### src/hdl/minv_pkg.sv
// Shared types, constants and index helpers for the 4x4 matrix inverse.
package minv_pkg;

  localparam int WORD_BITS_DEF = 32;
  localparam int FRAC_BITS_DEF = 16;

  // Datapath operations issued by the sequencer.
  typedef enum logic [3:0] {
    OP_NOP,
    OP_WRITE,
    OP_LOADA_E,
    OP_LOADA_M,
    OP_MUL,
    OP_COMMIT,
    OP_MINOR_CLR,
    OP_MINOR_ACC,
    OP_DET_CLR,
    OP_DET_ACC,
    OP_DET_FMT,
    OP_DIV_START,
    OP_DIV_STEP,
    OP_EMIT
  } dp_op_t;

  typedef struct packed {
    dp_op_t     op;
    logic [3:0] addr;   // element address, column * 4 + row
    logic [1:0] limb;   // multiplicand limb
    logic       neg;    // subtract / negate
    logic       last;   // final result of the matrix
  } dp_cmd_t;

  typedef struct packed {
    logic singular;
  } dp_stat_t;

  // n-th index of 0..3 that skips the excluded one.
  function automatic logic [1:0] skip_idx(input logic [1:0] ex, input logic [1:0] n);
    return (n < ex) ? n : n + 2'd1;
  endfunction

  // Permutation of the 3x3 Leibniz expansion: row picked for column n of term.
  function automatic logic [1:0] perm_sel(input logic [2:0] term, input logic [1:0] n);
    logic [5:0] p;
    case (term)
      3'd0:    p = {2'd0, 2'd1, 2'd2};
      3'd1:    p = {2'd0, 2'd2, 2'd1};
      3'd2:    p = {2'd1, 2'd0, 2'd2};
      3'd3:    p = {2'd1, 2'd2, 2'd0};
      3'd4:    p = {2'd2, 2'd0, 2'd1};
      3'd5:    p = {2'd2, 2'd1, 2'd0};
      default: p = 6'd0;
    endcase
    if (n == 2'd0) return p[5:4];
    if (n == 2'd1) return p[3:2];
    return p[1:0];
  endfunction

  // Odd permutations carry a minus sign.
  function automatic logic term_neg(input logic [2:0] term);
    return (term == 3'd1) || (term == 3'd2) || (term == 3'd5);
  endfunction

endpackage

### src/hdl/minv_ctrl.sv
// Sequencer: load counter, minor / determinant / divide schedule.
module minv_ctrl #(
  parameter int WORD_BITS = minv_pkg::WORD_BITS_DEF
) (
  input  logic               clk,
  input  logic               rst_n,
  input  logic               start,
  output logic               busy,
  output minv_pkg::dp_cmd_t  cmd,
  input  minv_pkg::dp_stat_t stat
);
  import minv_pkg::*;

  localparam int SW = $clog2(WORD_BITS);

  typedef enum logic [17:0] {
    S_LOAD   = 18'h00001,
    S_DCLR   = 18'h00002,
    S_MCLR   = 18'h00004,
    S_TLOAD  = 18'h00008,
    S_TMUL1  = 18'h00010,
    S_TCOM1  = 18'h00020,
    S_TMUL2  = 18'h00040,
    S_TCOM2  = 18'h00080,
    S_TACC   = 18'h00100,
    S_DLOAD  = 18'h00200,
    S_DMUL   = 18'h00400,
    S_DCOM   = 18'h00800,
    S_DACC   = 18'h01000,
    S_DFMT   = 18'h02000,
    S_ONEXT  = 18'h04000,
    S_VSTART = 18'h08000,
    S_VSTEP  = 18'h10000,
    S_EMIT   = 18'h20000
  } state_t;

  state_t        state_r, state_nxt;
  logic [3:0]    cnt_r, cnt_nxt;
  logic [3:0]    idx_r, idx_nxt;
  logic [2:0]    term_r, term_nxt;
  logic [1:0]    limb_r, limb_nxt;
  logic [SW-1:0] step_r, step_nxt;
  logic          phase_r, phase_nxt;   // 0: determinant, 1: inverse

  logic [1:0] sc, sr;
  logic [3:0] t_addr0, t_addr1, t_addr2;

  // Deleted column / row of the current minor.
  assign sc = phase_r ? idx_r[1:0] : 2'd0;
  assign sr = phase_r ? idx_r[3:2] : idx_r[1:0];

  assign t_addr0 = {skip_idx(sc, 2'd0), skip_idx(sr, perm_sel(term_r, 2'd0))};
  assign t_addr1 = {skip_idx(sc, 2'd1), skip_idx(sr, perm_sel(term_r, 2'd1))};
  assign t_addr2 = {skip_idx(sc, 2'd2), skip_idx(sr, perm_sel(term_r, 2'd2))};

  assign busy = (state_r != S_LOAD);

  always_comb begin
    state_nxt = state_r;
    cnt_nxt   = cnt_r;
    idx_nxt   = idx_r;
    term_nxt  = term_r;
    limb_nxt  = limb_r;
    step_nxt  = step_r;
    phase_nxt = phase_r;
    cmd       = '0;
    cmd.op    = OP_NOP;
    unique case (state_r)
      S_LOAD: begin
        if (start) begin
          cmd.op   = OP_WRITE;
          cmd.addr = cnt_r;
          cnt_nxt  = cnt_r + 4'd1;
          if (cnt_r == 4'd15) state_nxt = S_DCLR;
        end
      end
      S_DCLR: begin
        cmd.op    = OP_DET_CLR;
        phase_nxt = 1'b0;
        idx_nxt   = 4'd0;
        state_nxt = S_MCLR;
      end
      S_MCLR: begin
        cmd.op    = OP_MINOR_CLR;
        term_nxt  = 3'd0;
        limb_nxt  = 2'd0;
        state_nxt = S_TLOAD;
      end
      S_TLOAD: begin
        cmd.op    = OP_LOADA_E;
        cmd.addr  = t_addr0;
        state_nxt = S_TMUL1;
      end
      S_TMUL1: begin
        cmd.op    = OP_MUL;
        cmd.addr  = t_addr1;
        state_nxt = S_TCOM1;
      end
      S_TCOM1: begin
        cmd.op    = OP_COMMIT;
        cmd.addr  = t_addr1;
        state_nxt = S_TMUL2;
      end
      S_TMUL2: begin
        cmd.op   = OP_MUL;
        cmd.addr = t_addr2;
        cmd.limb = limb_r;
        if (limb_r == 2'd1) begin
          limb_nxt  = 2'd0;
          state_nxt = S_TCOM2;
        end else begin
          limb_nxt = limb_r + 2'd1;
        end
      end
      S_TCOM2: begin
        cmd.op    = OP_COMMIT;
        cmd.addr  = t_addr2;
        state_nxt = S_TACC;
      end
      S_TACC: begin
        cmd.op  = OP_MINOR_ACC;
        cmd.neg = term_neg(term_r);
        if (term_r == 3'd5) begin
          state_nxt = phase_r ? S_VSTART : S_DLOAD;
        end else begin
          term_nxt  = term_r + 3'd1;
          state_nxt = S_TLOAD;
        end
      end
      S_DLOAD: begin
        cmd.op    = OP_LOADA_M;
        limb_nxt  = 2'd0;
        state_nxt = S_DMUL;
      end
      S_DMUL: begin
        cmd.op   = OP_MUL;
        cmd.addr = {2'd0, idx_r[1:0]};
        cmd.limb = limb_r;
        limb_nxt = limb_r + 2'd1;
        if (limb_r == 2'd3) state_nxt = S_DCOM;
      end
      S_DCOM: begin
        cmd.op    = OP_COMMIT;
        cmd.addr  = {2'd0, idx_r[1:0]};
        state_nxt = S_DACC;
      end
      S_DACC: begin
        cmd.op  = OP_DET_ACC;
        cmd.neg = idx_r[0];
        if (idx_r == 4'd3) begin
          idx_nxt   = 4'd0;
          state_nxt = S_DFMT;
        end else begin
          idx_nxt   = idx_r + 4'd1;
          state_nxt = S_MCLR;
        end
      end
      S_DFMT: begin
        cmd.op    = OP_DET_FMT;
        phase_nxt = 1'b1;
        state_nxt = S_ONEXT;
      end
      S_ONEXT: begin
        state_nxt = stat.singular ? S_EMIT : S_MCLR;
      end
      S_VSTART: begin
        cmd.op    = OP_DIV_START;
        cmd.neg   = idx_r[0] ^ idx_r[2];
        step_nxt  = '0;
        state_nxt = S_VSTEP;
      end
      S_VSTEP: begin
        cmd.op   = OP_DIV_STEP;
        step_nxt = step_r + 1'b1;
        if (step_r == SW'(WORD_BITS - 1)) state_nxt = S_EMIT;
      end
      S_EMIT: begin
        cmd.op   = OP_EMIT;
        cmd.last = (idx_r == 4'd15);
        if (idx_r == 4'd15) begin
          idx_nxt   = 4'd0;
          state_nxt = S_LOAD;
        end else begin
          idx_nxt   = idx_r + 4'd1;
          state_nxt = S_ONEXT;
        end
      end
      default: state_nxt = S_LOAD;
    endcase
  end

  always_ff @(posedge clk) begin
    if (!rst_n) begin
      state_r <= S_LOAD;
      cnt_r   <= '0;
      idx_r   <= '0;
      term_r  <= '0;
      limb_r  <= '0;
      step_r  <= '0;
      phase_r <= 1'b0;
    end else begin
      state_r <= state_nxt;
      cnt_r   <= cnt_nxt;
      idx_r   <= idx_nxt;
      term_r  <= term_nxt;
      limb_r  <= limb_nxt;
      step_r  <= step_nxt;
      phase_r <= phase_nxt;
    end
  end

endmodule

### config.mk
export PLATFORM = sky130hd
export DESIGN_NAME = minv_ctrl
export DESIGN_NICKNAME = d
export VERILOG_FILES = /design/src/hdl/minv_pkg.sv /design/src/hdl/minv_ctrl.sv
export SDC_FILE = /design/constraint.sdc
export NUM_CORES = 1
export LEC_CHECK = 0
export BUFFER_PORTS_ARGS = -buffer_cell sky130_fd_sc_hd__clkbuf_2
export CORE_ASPECT_RATIO = 1.2
export CORE_MARGIN = 4
export CORE_UTILIZATION = 55
export CTS_BUF_LIST = sky130_fd_sc_hd__clkbuf_4 sky130_fd_sc_hd__clkbuf_8
export DETAILED_ROUTE_END_ITERATION = 6
export MAX_ROUTING_LAYER = met4
export PLACE_DENSITY_LB_ADDON = 0.12
export SYNTH_ARGS = -nofsm -noshare
export SYNTH_HDL_FRONTEND = slang
export SYNTH_SLANG_ARGS = --single-unit
### constraint.sdc
create_clock -name clk -period 5.4 [get_ports clk]
set_clock_uncertainty 0.15 [all_clocks]
set_input_delay 0 -clock clk [delete_from_list [all_inputs] [get_ports clk]]
set_output_delay 0 -clock clk [all_outputs]
set_load 0.01 [all_outputs]
==> out/results.ini, run 1 <==
[run_status]
outcome = completed

[synthesis]
synth_ff_type = dfxtp_1
synth_top_family_by_area = simple AND/OR/NAND/NOR gates
synth_edf_count = 0
synthXorXnorAreaFrac_pct = 3.40
yosys.area_share.simple_pct = 36.3
synthArstFlopShare_pct = 0
synth.distinct_cells = 59
yosysWarnings = 0
synth-compound-area-share_pct = 17.2
synth_fa_ha_area_share_pct = 7.29
syn_avg_cell_area_um2 = 7.69
syn_inst = 335
syn_area_um2 = 2580
ys_ff_latch = 37
synth_nets = 354
seq_area_frac_synth_pct = 28.8
muxShareOfSynthArea_pct = 2.38

[worst_setup_path]
worstPathArrival_ns = 3.25
start_kind = flip-flop
r2r_setup_slack_ns = 2.51
critPathMaxStageDelay_ns = 0.37
crit_chain = inv_1 > ha_1 > nor2_1 > nor2_1 > inv_1 > ha_1 > nand2b_1 > o21ai_0 > ha_1 > nor2_1 > nor2_1 > xor2_1 > a222oi_1 > o211ai_1 > clkbuf_2
cp_max_fo = 9
crit_path_frequent_cell = nor2_1
critPathCaptureType = output pin
crit_slowest_cell = a222oi_1
worstPathRequired_ns = 5.25
path_class = flip-flop to output pin

[power]
p_comb_share_pct = 7.2
seqPwrFrac_pct = 51.0
p_sw_uw = 123
power_density_nw_per_um2 = 197
intPower_uw = 426
p_clk_share_pct = 41.8
switching_share_pct = 22.5
p_leak_uw = 0.00104
peakVddDrop_mv = 0.118

[clock_tree]
clk_latency_ns = 0.29
cts_tree = yes
cts_sinks = 37
ctsLongestPathBuffers = 2
post_cts_buffers = 0
cts_root_buf = clkbuf_8
cts.clk_slew.worst_paths_ns = 0.07
numCtsBuffers = 5
cts-htree-levels = 2

[global_route]
grt_pass1_wl_um = 10600
grt_pass1_vias = 2361
grt_max_degree = 22
grt_use_total_pct = 22.5
antenna_found_initial = 0
gr-total-overflow = 0

[sta]
fin_setup_tns_ns = 0
worst_pin_slew_ns = 0.805
fin_crit_ns = 3.40
max_freq_ghz = 0.294
setup-violations-final = 0
rsz0062_at_grt = no
period_share_pct = 63.0
finalMaxSlewViolations = 0
finalHoldViolations = 0
slew_headroom_pct = 45.8

[placement]
place_congestion = 0.930
dpl_cell_area_um2 = 2670
port_buffers = 16
dp_hpwl_um = 4840

[layout]
final_common_cell = nor2_1
nets = 365
design_area_um2 = 2790
fill_cells = 415
drive_gt1_share_pct = 11.6
area_growth_pct = 8.45
mostFrequentLayoutCells = nor2_1 (56), dfxtp_1 (37), a21oi_1 (25)
multiInputGateArea_um2 = 1720
antenna_cells = 0
seq_area_um2 = 741

[floorplanning]
die-area_um2 = 5850
core_um2 = 4560
die_width_um = 70.5
ios = 17
rows = 27
die_height_um = 83.0
start_util_pct = 56.5

[routing]
drtAntennaViolNets = 0
drc = 0
finalWirelength_um = 6230
vias = 2458
via_per_inst = 6.08
first_iter_violations = 140
post_drt_wl_per_cell_um = 15.4
first_pass_iters = 4

[flow_run]
drv_cap = 0

[min_path]
hold_path_class = primary input to flip-flop

[power groups by stage]
| stage | Sequential, uW | Clock (uW) | Combinational [uW] |
|---|---|---|---|
| 6_report | 280 | 230 | 39.6 |
| 4_1_cts | 280 | 234 | 39.9 |
| 3_5_place_dp | 286 | 0 | 38.5 |
| 3_3_place_gp | 286 | 0 | 37.9 |
| 5_1_grt | 280 | 241 | 43.8 |
| 2_1_floorplan | 285 | 0 | 27.2 |
[critical path, delay by kind of cell, from the launching register on]
family	cells	cell delay, ns
compound gates	3	0.66
xor+xnor	1	0.17
fa+ha+maj	3	0.87
buf+inv	3	0.31
flops	1	0.34
simple gates	5	0.62
[final timing paths]
check	startpoint	end	depth (start not counted)
setup / recovery	term_r[0]$_SDFFE_PN0P_	cmd[5]	15
hold / removal	start	cnt_r[0]$_SDFFE_PN0P_	5
setup reg to reg	state_r[8]$_SDFFE_PN0P_	state_r[8]$_SDFFE_PN0P_	6
hold reg to reg	step_r[3]$_SDFFE_PN0P_	step_r[3]$_SDFFE_PN0P_	1
[Yosys cell counts, drive strengths merged (2+ instances only)]
master,number,share of area [%]
a211oi,3,0.87
a21oi,25,4.9
a222oi,2,0.78
a22oi,3,0.87
a31o,2,0.68
a31oi,2,0.49
and3,4,0.97
buf,4,0.97
clkbuf,11,1.6
dfxtp,37,29
ha,15,7.3
inv,14,2.0
mux2i,5,1.9
nand2,16,2.3
nand2b,7,1.7
nand3,13,2.5
nand3b,2,0.58
nand4,8,1.9
nand4b,4,1.4
nor2,56,8.2
nor2b,6,1.5
nor3,14,2.7
nor3b,6,1.9
nor4,11,3.8
nor4b,3,1.3
o211ai,4,1.2
o21a,2,0.58
o21ai,14,2.9
o22ai,2,0.49
or2,4,0.97
or3,4,0.97
or3b,2,0.68
or4,5,1.6
xnor2,4,1.4
xor2,6,2.0
[state kept, by name, indices dropped and copies added, names as in the netlist]
name / cells
state_r: 18
step_r: 5
idx_r: 4
term_r: 3
cnt_r: 4
phase_r: 1
limb_r: 2
[cells by family after synthesis]
family          Yosys count
flops                    37
compound gates           69
buf+inv                  29
fa+ha+maj                15
xor+xnor                 10
mux                       6
simple gates            169
[metal layers]
metal,global-route usage [%],routed length (um),up-vias
li1,-,-,1254
met1,26.5,2730,1137
met2,37.5,3040,48
met3,3.87,264,19
met4,9.76,195,0
met5,-,0,-
[timing repair]
| item | 4_1_cts | 5_1_grt |
|---|---|---|
| resized for setup | 0 | 0 |
| hold buffers | 2 | 0 |
| endpoints found under the hold margin | 8 | 0 |
| setup endpoints to repair | 0 | 0 |
[stage by stage]
stage | hold WS, ns | power, uW | util (%) | std cells | worst slack, ns
final | 0.0670 | 549 | 61.3 | 404 | 2.00
after global routing | 0.115 | 565 | 61.3 | 404 | 1.68
after CTS | 0.0676 | 554 | 61.3 | 404 | 2.03
after detailed placement | 0.112 | 325 | 58.5 | 395 | 2.36
after global placement | 0.105 | 324 | 58.5 | 395 | 2.37
after floorplan | -0.0116 | 313 | - | 335 | 2.68
[final cells by class]
| cell class | instances | share of cell area (%) |
|---|---|---|
| clock buffer | 5 | 2.46 |
| clock inverter | 2 | 1.25 |
| inverter | 14 | 1.88 |
| multi-input combinational | 269 | 61.4 |
| sequential | 37 | 26.5 |
| tap | 58 | 2.60 |
| timing repair buffer | 19 | 3.85 |
(Power assumes the default switching activity.)
==> run 2: changes to the inputs <==
--- a/config.mk
+++ b/config.mk
@@ -5,6 +5,7 @@
 export SDC_FILE = /design/constraint.sdc
 export NUM_CORES = 1
 export LEC_CHECK = 0
+export ABC_AREA = 1
 export BUFFER_PORTS_ARGS = -buffer_cell sky130_fd_sc_hd__clkbuf_2
 export CORE_ASPECT_RATIO = 1.2
 export CORE_MARGIN = 4
==> constraint.sdc (replaced) <==
create_clock -name clk -period 3.2 [get_ports clk]
set_clock_uncertainty 0.15 [all_clocks]
set_input_delay 0 -clock clk [delete_from_list [all_inputs] [get_ports clk]]
set_output_delay 0 -clock clk [all_outputs]
set_load 0.01 [all_outputs]
==> run 2 against run 1 <==
Against the previous run: sequential power up 84%; non-clock buffer count is 1 lower; final cell count is 32% higher; combinational power grew to 12 times the previous value; global-route usage rose by 1.9 points; sequential share of layout area fell by 2.7 points.
==> out/results.ini, run 2 <==
[run_status]
outcome = completed

[routing]
vias = 2817  ; +15%
drc = 0  ; unchanged
drtAntennaViolNets = 0  ; unchanged
post_drt_wl_per_cell_um = 13.1  ; -15%
first_iter_violations = 182  ; +30%
first_pass_iters = 4  ; unchanged
finalWirelength_um = 7010  ; +12%
via_per_inst = 5.28  ; -13%

[synthesis]
synthXorXnorAreaFrac_pct = 1.22  ; -2.2 points
synth_common_cells = nand2_1 (97), inv_1 (80), nor2_1 (61)
seq_area_frac_synth_pct = 25.7  ; -3.0 points
synth_edf_count = 0  ; unchanged
synthArstFlopShare_pct = 0  ; unchanged
synth_top_cell_area_share_pct = 25.7  ; -3.0 points
yosys.area_share.simple_pct = 43.6  ; +7.3 points
ys_ff_latch = 37  ; unchanged
synth-compound-area-share_pct = 9.25  ; -8.0 points
muxShareOfSynthArea_pct = 0  ; -2.4 points
syn_avg_cell_area_um2 = 6.32  ; -18%
yosys.area.top_type = dfxtp_1
synth_fa_ha_area_share_pct = 6.51  ; -0.77 points
yosys.cell_count.top_type = nand2_1
synth.area.top_cells = dfxtp_1 (26%), nand2_1 (13%), inv_1 (10%)
synth_nets = 475  ; +34%
synth.distinct_cells = 35  ; -41%
syn_inst = 456  ; +36%
yosysWarnings = 0  ; unchanged
synth_ff_type = dfxtp_1
syn_area_um2 = 2880  ; +12%
synth_top_family_by_area = simple AND/OR/NAND/NOR gates

[power]
power_density_nw_per_um2 = 434  ; +120%
p_leak_uw = 0.00162  ; +55%
total_power_uw = 1350  ; +150%
peakVddDrop_mv = 0.270  ; +130%

[layout]
antenna_cells = 0  ; unchanged
design_area_um2 = 3110  ; +11%
final_common_cell = nand2_1
regMostFlops = state_r
seq_area_um2 = 741  ; unchanged
multiInputGateArea_um2 = 1750  ; +1.7%
mostFrequentLayoutCells = nand2_1 (97), inv_1 (80), nor2_1 (61)
largest_register_ffs = 18  ; unchanged
largestRegisters = state_r: 18 flops, step_r: 5 flops
fill_cells = 501  ; +21%
nets = 492  ; +35%
final_util_pct = 62.0  ; +0.75 points
area_growth_pct = 7.82
drive_gt1_share_pct = 15.2  ; +3.6 points

[clock_tree]
cts_sinks = 37  ; unchanged
cts_tree = yes
post_cts_buffers = 0  ; unchanged
cts_root_buf = clkbuf_8
ctsLongestPathBuffers = 2  ; unchanged
cts-htree-levels = 2  ; unchanged
numCtsBuffers = 5  ; unchanged
clk_latency_ns = 0.30  ; about the same
cts.clk_slew.worst_paths_ns = 0.09  ; +0.02 ns
cts_resized = 0  ; unchanged

[worst_setup_path]
path_class = flip-flop to output pin
start_kind = flip-flop
cp_max_fo = 5  ; -4
critPathCaptureType = output pin
worstPathRequired_ns = 3.05  ; -2.20 ns
worstPathArrival_ns = 2.73  ; -0.52 ns

[global_route]
grt_pass1_vias = 2748  ; +16%
grt_use_total_pct = 24.5  ; +1.9 points
antenna_found_initial = 0  ; unchanged
grt_pass1_wl_um = 12100  ; +14%
gr-total-overflow = 0  ; unchanged
grt_max_degree = 26  ; +18%

[placement]
place_congestion = 0.943  ; +1.4%
dpl_cell_area_um2 = 2990  ; +12%
dp_hpwl_um = 5480  ; +13%
port_buffers = 16  ; unchanged

[sta]
fin_crit_ns = 2.88
slew_headroom_pct = 54.5  ; +8.6 points
worst_pin_slew_ns = 0.676  ; -0.129 ns
finalHoldWorstSlack_ns = 0.149  ; +0.0816 ns
max_freq_ghz = 0.347
finalMaxSlewViolations = 0  ; unchanged
setup-violations-final = 0  ; unchanged
period_share_pct = 90.1
finalHoldViolations = 0  ; unchanged
fin_setup_tns_ns = 0  ; unchanged
rsz0062_at_grt = no

[floorplanning]
die-area_um2 = 6470  ; +11%
start_util_pct = 57.5  ; +1.0 points
die_height_um = 87.3  ; +5.2%
ios = 17  ; unchanged
rows = 28  ; +3.7%
die_width_um = 74.1  ; +5.1%
core_um2 = 5010  ; +9.8%

[min_path]
hold_path_class = primary input to flip-flop

[flow_run]
drv_cap = 0  ; unchanged

-- run 2: cell count changes after synthesis, sizes merged, moves of 5 or more --
cell    previous run  this run
nand2b             7         0
inv               14        93
nor4              11         1
nor2              56        75
nor2b              6         0
nand2             16       107
clkbuf            11         5
nor3              14         7
or4                5         0
nand3             13        35
o21ai             14        20
mux2i              5         0
nand4              8        19
-- run 2: final timing paths --
check | start | to | slack (ns) | cells after the start
setup / recovery | term_r[0]$_SDFFE_PN0P_ | cmd[5] | 0.32 | 14
hold / removal | rst_n | state_r[6]$_SDFFE_PN0P_ | 0.15 | 3
setup reg to reg | state_r[10]$_SDFFE_PN0P_ | state_r[10]$_SDFFE_PN0P_ | 1.04 | 10
hold reg to reg | step_r[3]$_SDFFE_PN0P_ | step_r[3]$_SDFFE_PN0P_ | 0.31 | 2
-- run 2: worst max-delay path: stages, from the launching register on --
cell and delay, ns:
dfxtp_1 0.39, inv_1 0.08, ha_1 0.22, o21ai_0 0.31, ha_1 0.22, nand3_1 0.11, inv_1 0.07, nor2_1 0.06
ha_1 0.28, inv_1 0.05, a22oi_1 0.26, a21oi_1 0.10, o21ai_1 0.08, nand3_1 0.09, clkbuf_2 0.13
-- run 2: area by class of cell --
cell class,instances,area share [%]
clock buffer,6,2.66
clock inverter,2,0.443
inverter,93,11.2
multi-input combinational,318,56.2
sequential,37,23.8
tap,60,2.42
timing repair buffer,18,3.22
-- run 2: power breakdown --
part	total (uW)	internal [uW]	switching, uW
combinational	480	153	327
clock	353	175	178
sequential	515	490	25.3
total	1350	817	530
-- run 2: metal layers --
layer / track usage (%) / part of all wire [%] / routed length (um)
met5: - / 0 / 0
met3: 3.23 / 3.8 / 265
met4: 9.39 / 2.8 / 193
met1: 27.8 / 43 / 3000
met2: 42.9 / 51 / 3550
-- run 2: metrics by stage --
stage / instances / worst slack (ns)
2_1_floorplan: 456 / 0.927
3_3_place_gp: 524 / 0.736
3_5_place_dp: 524 / 0.637
4_1_cts: 534 / 0.300
5_1_grt: 534 / 0.0282
6_report: 534 / 0.316
-- run 2: what timing repair did --
item / in CTS / in global routing
hold buffers: 2 / 0
setup endpoints to repair: 0 / 0
endpoints found under the hold margin: 3 / 0
-- run 2: cells by family (layout without fill, tap and decap cells) --
logic type                 after synthesis  count (layout)
AOI/OAI and AO/OA                       49              49
xor gates and xnor gates                 4               4
adders and majority gates               15              15
buffers and inverters                  101             119
DFF                                     37              37
and+or+nand+nor                        250             250
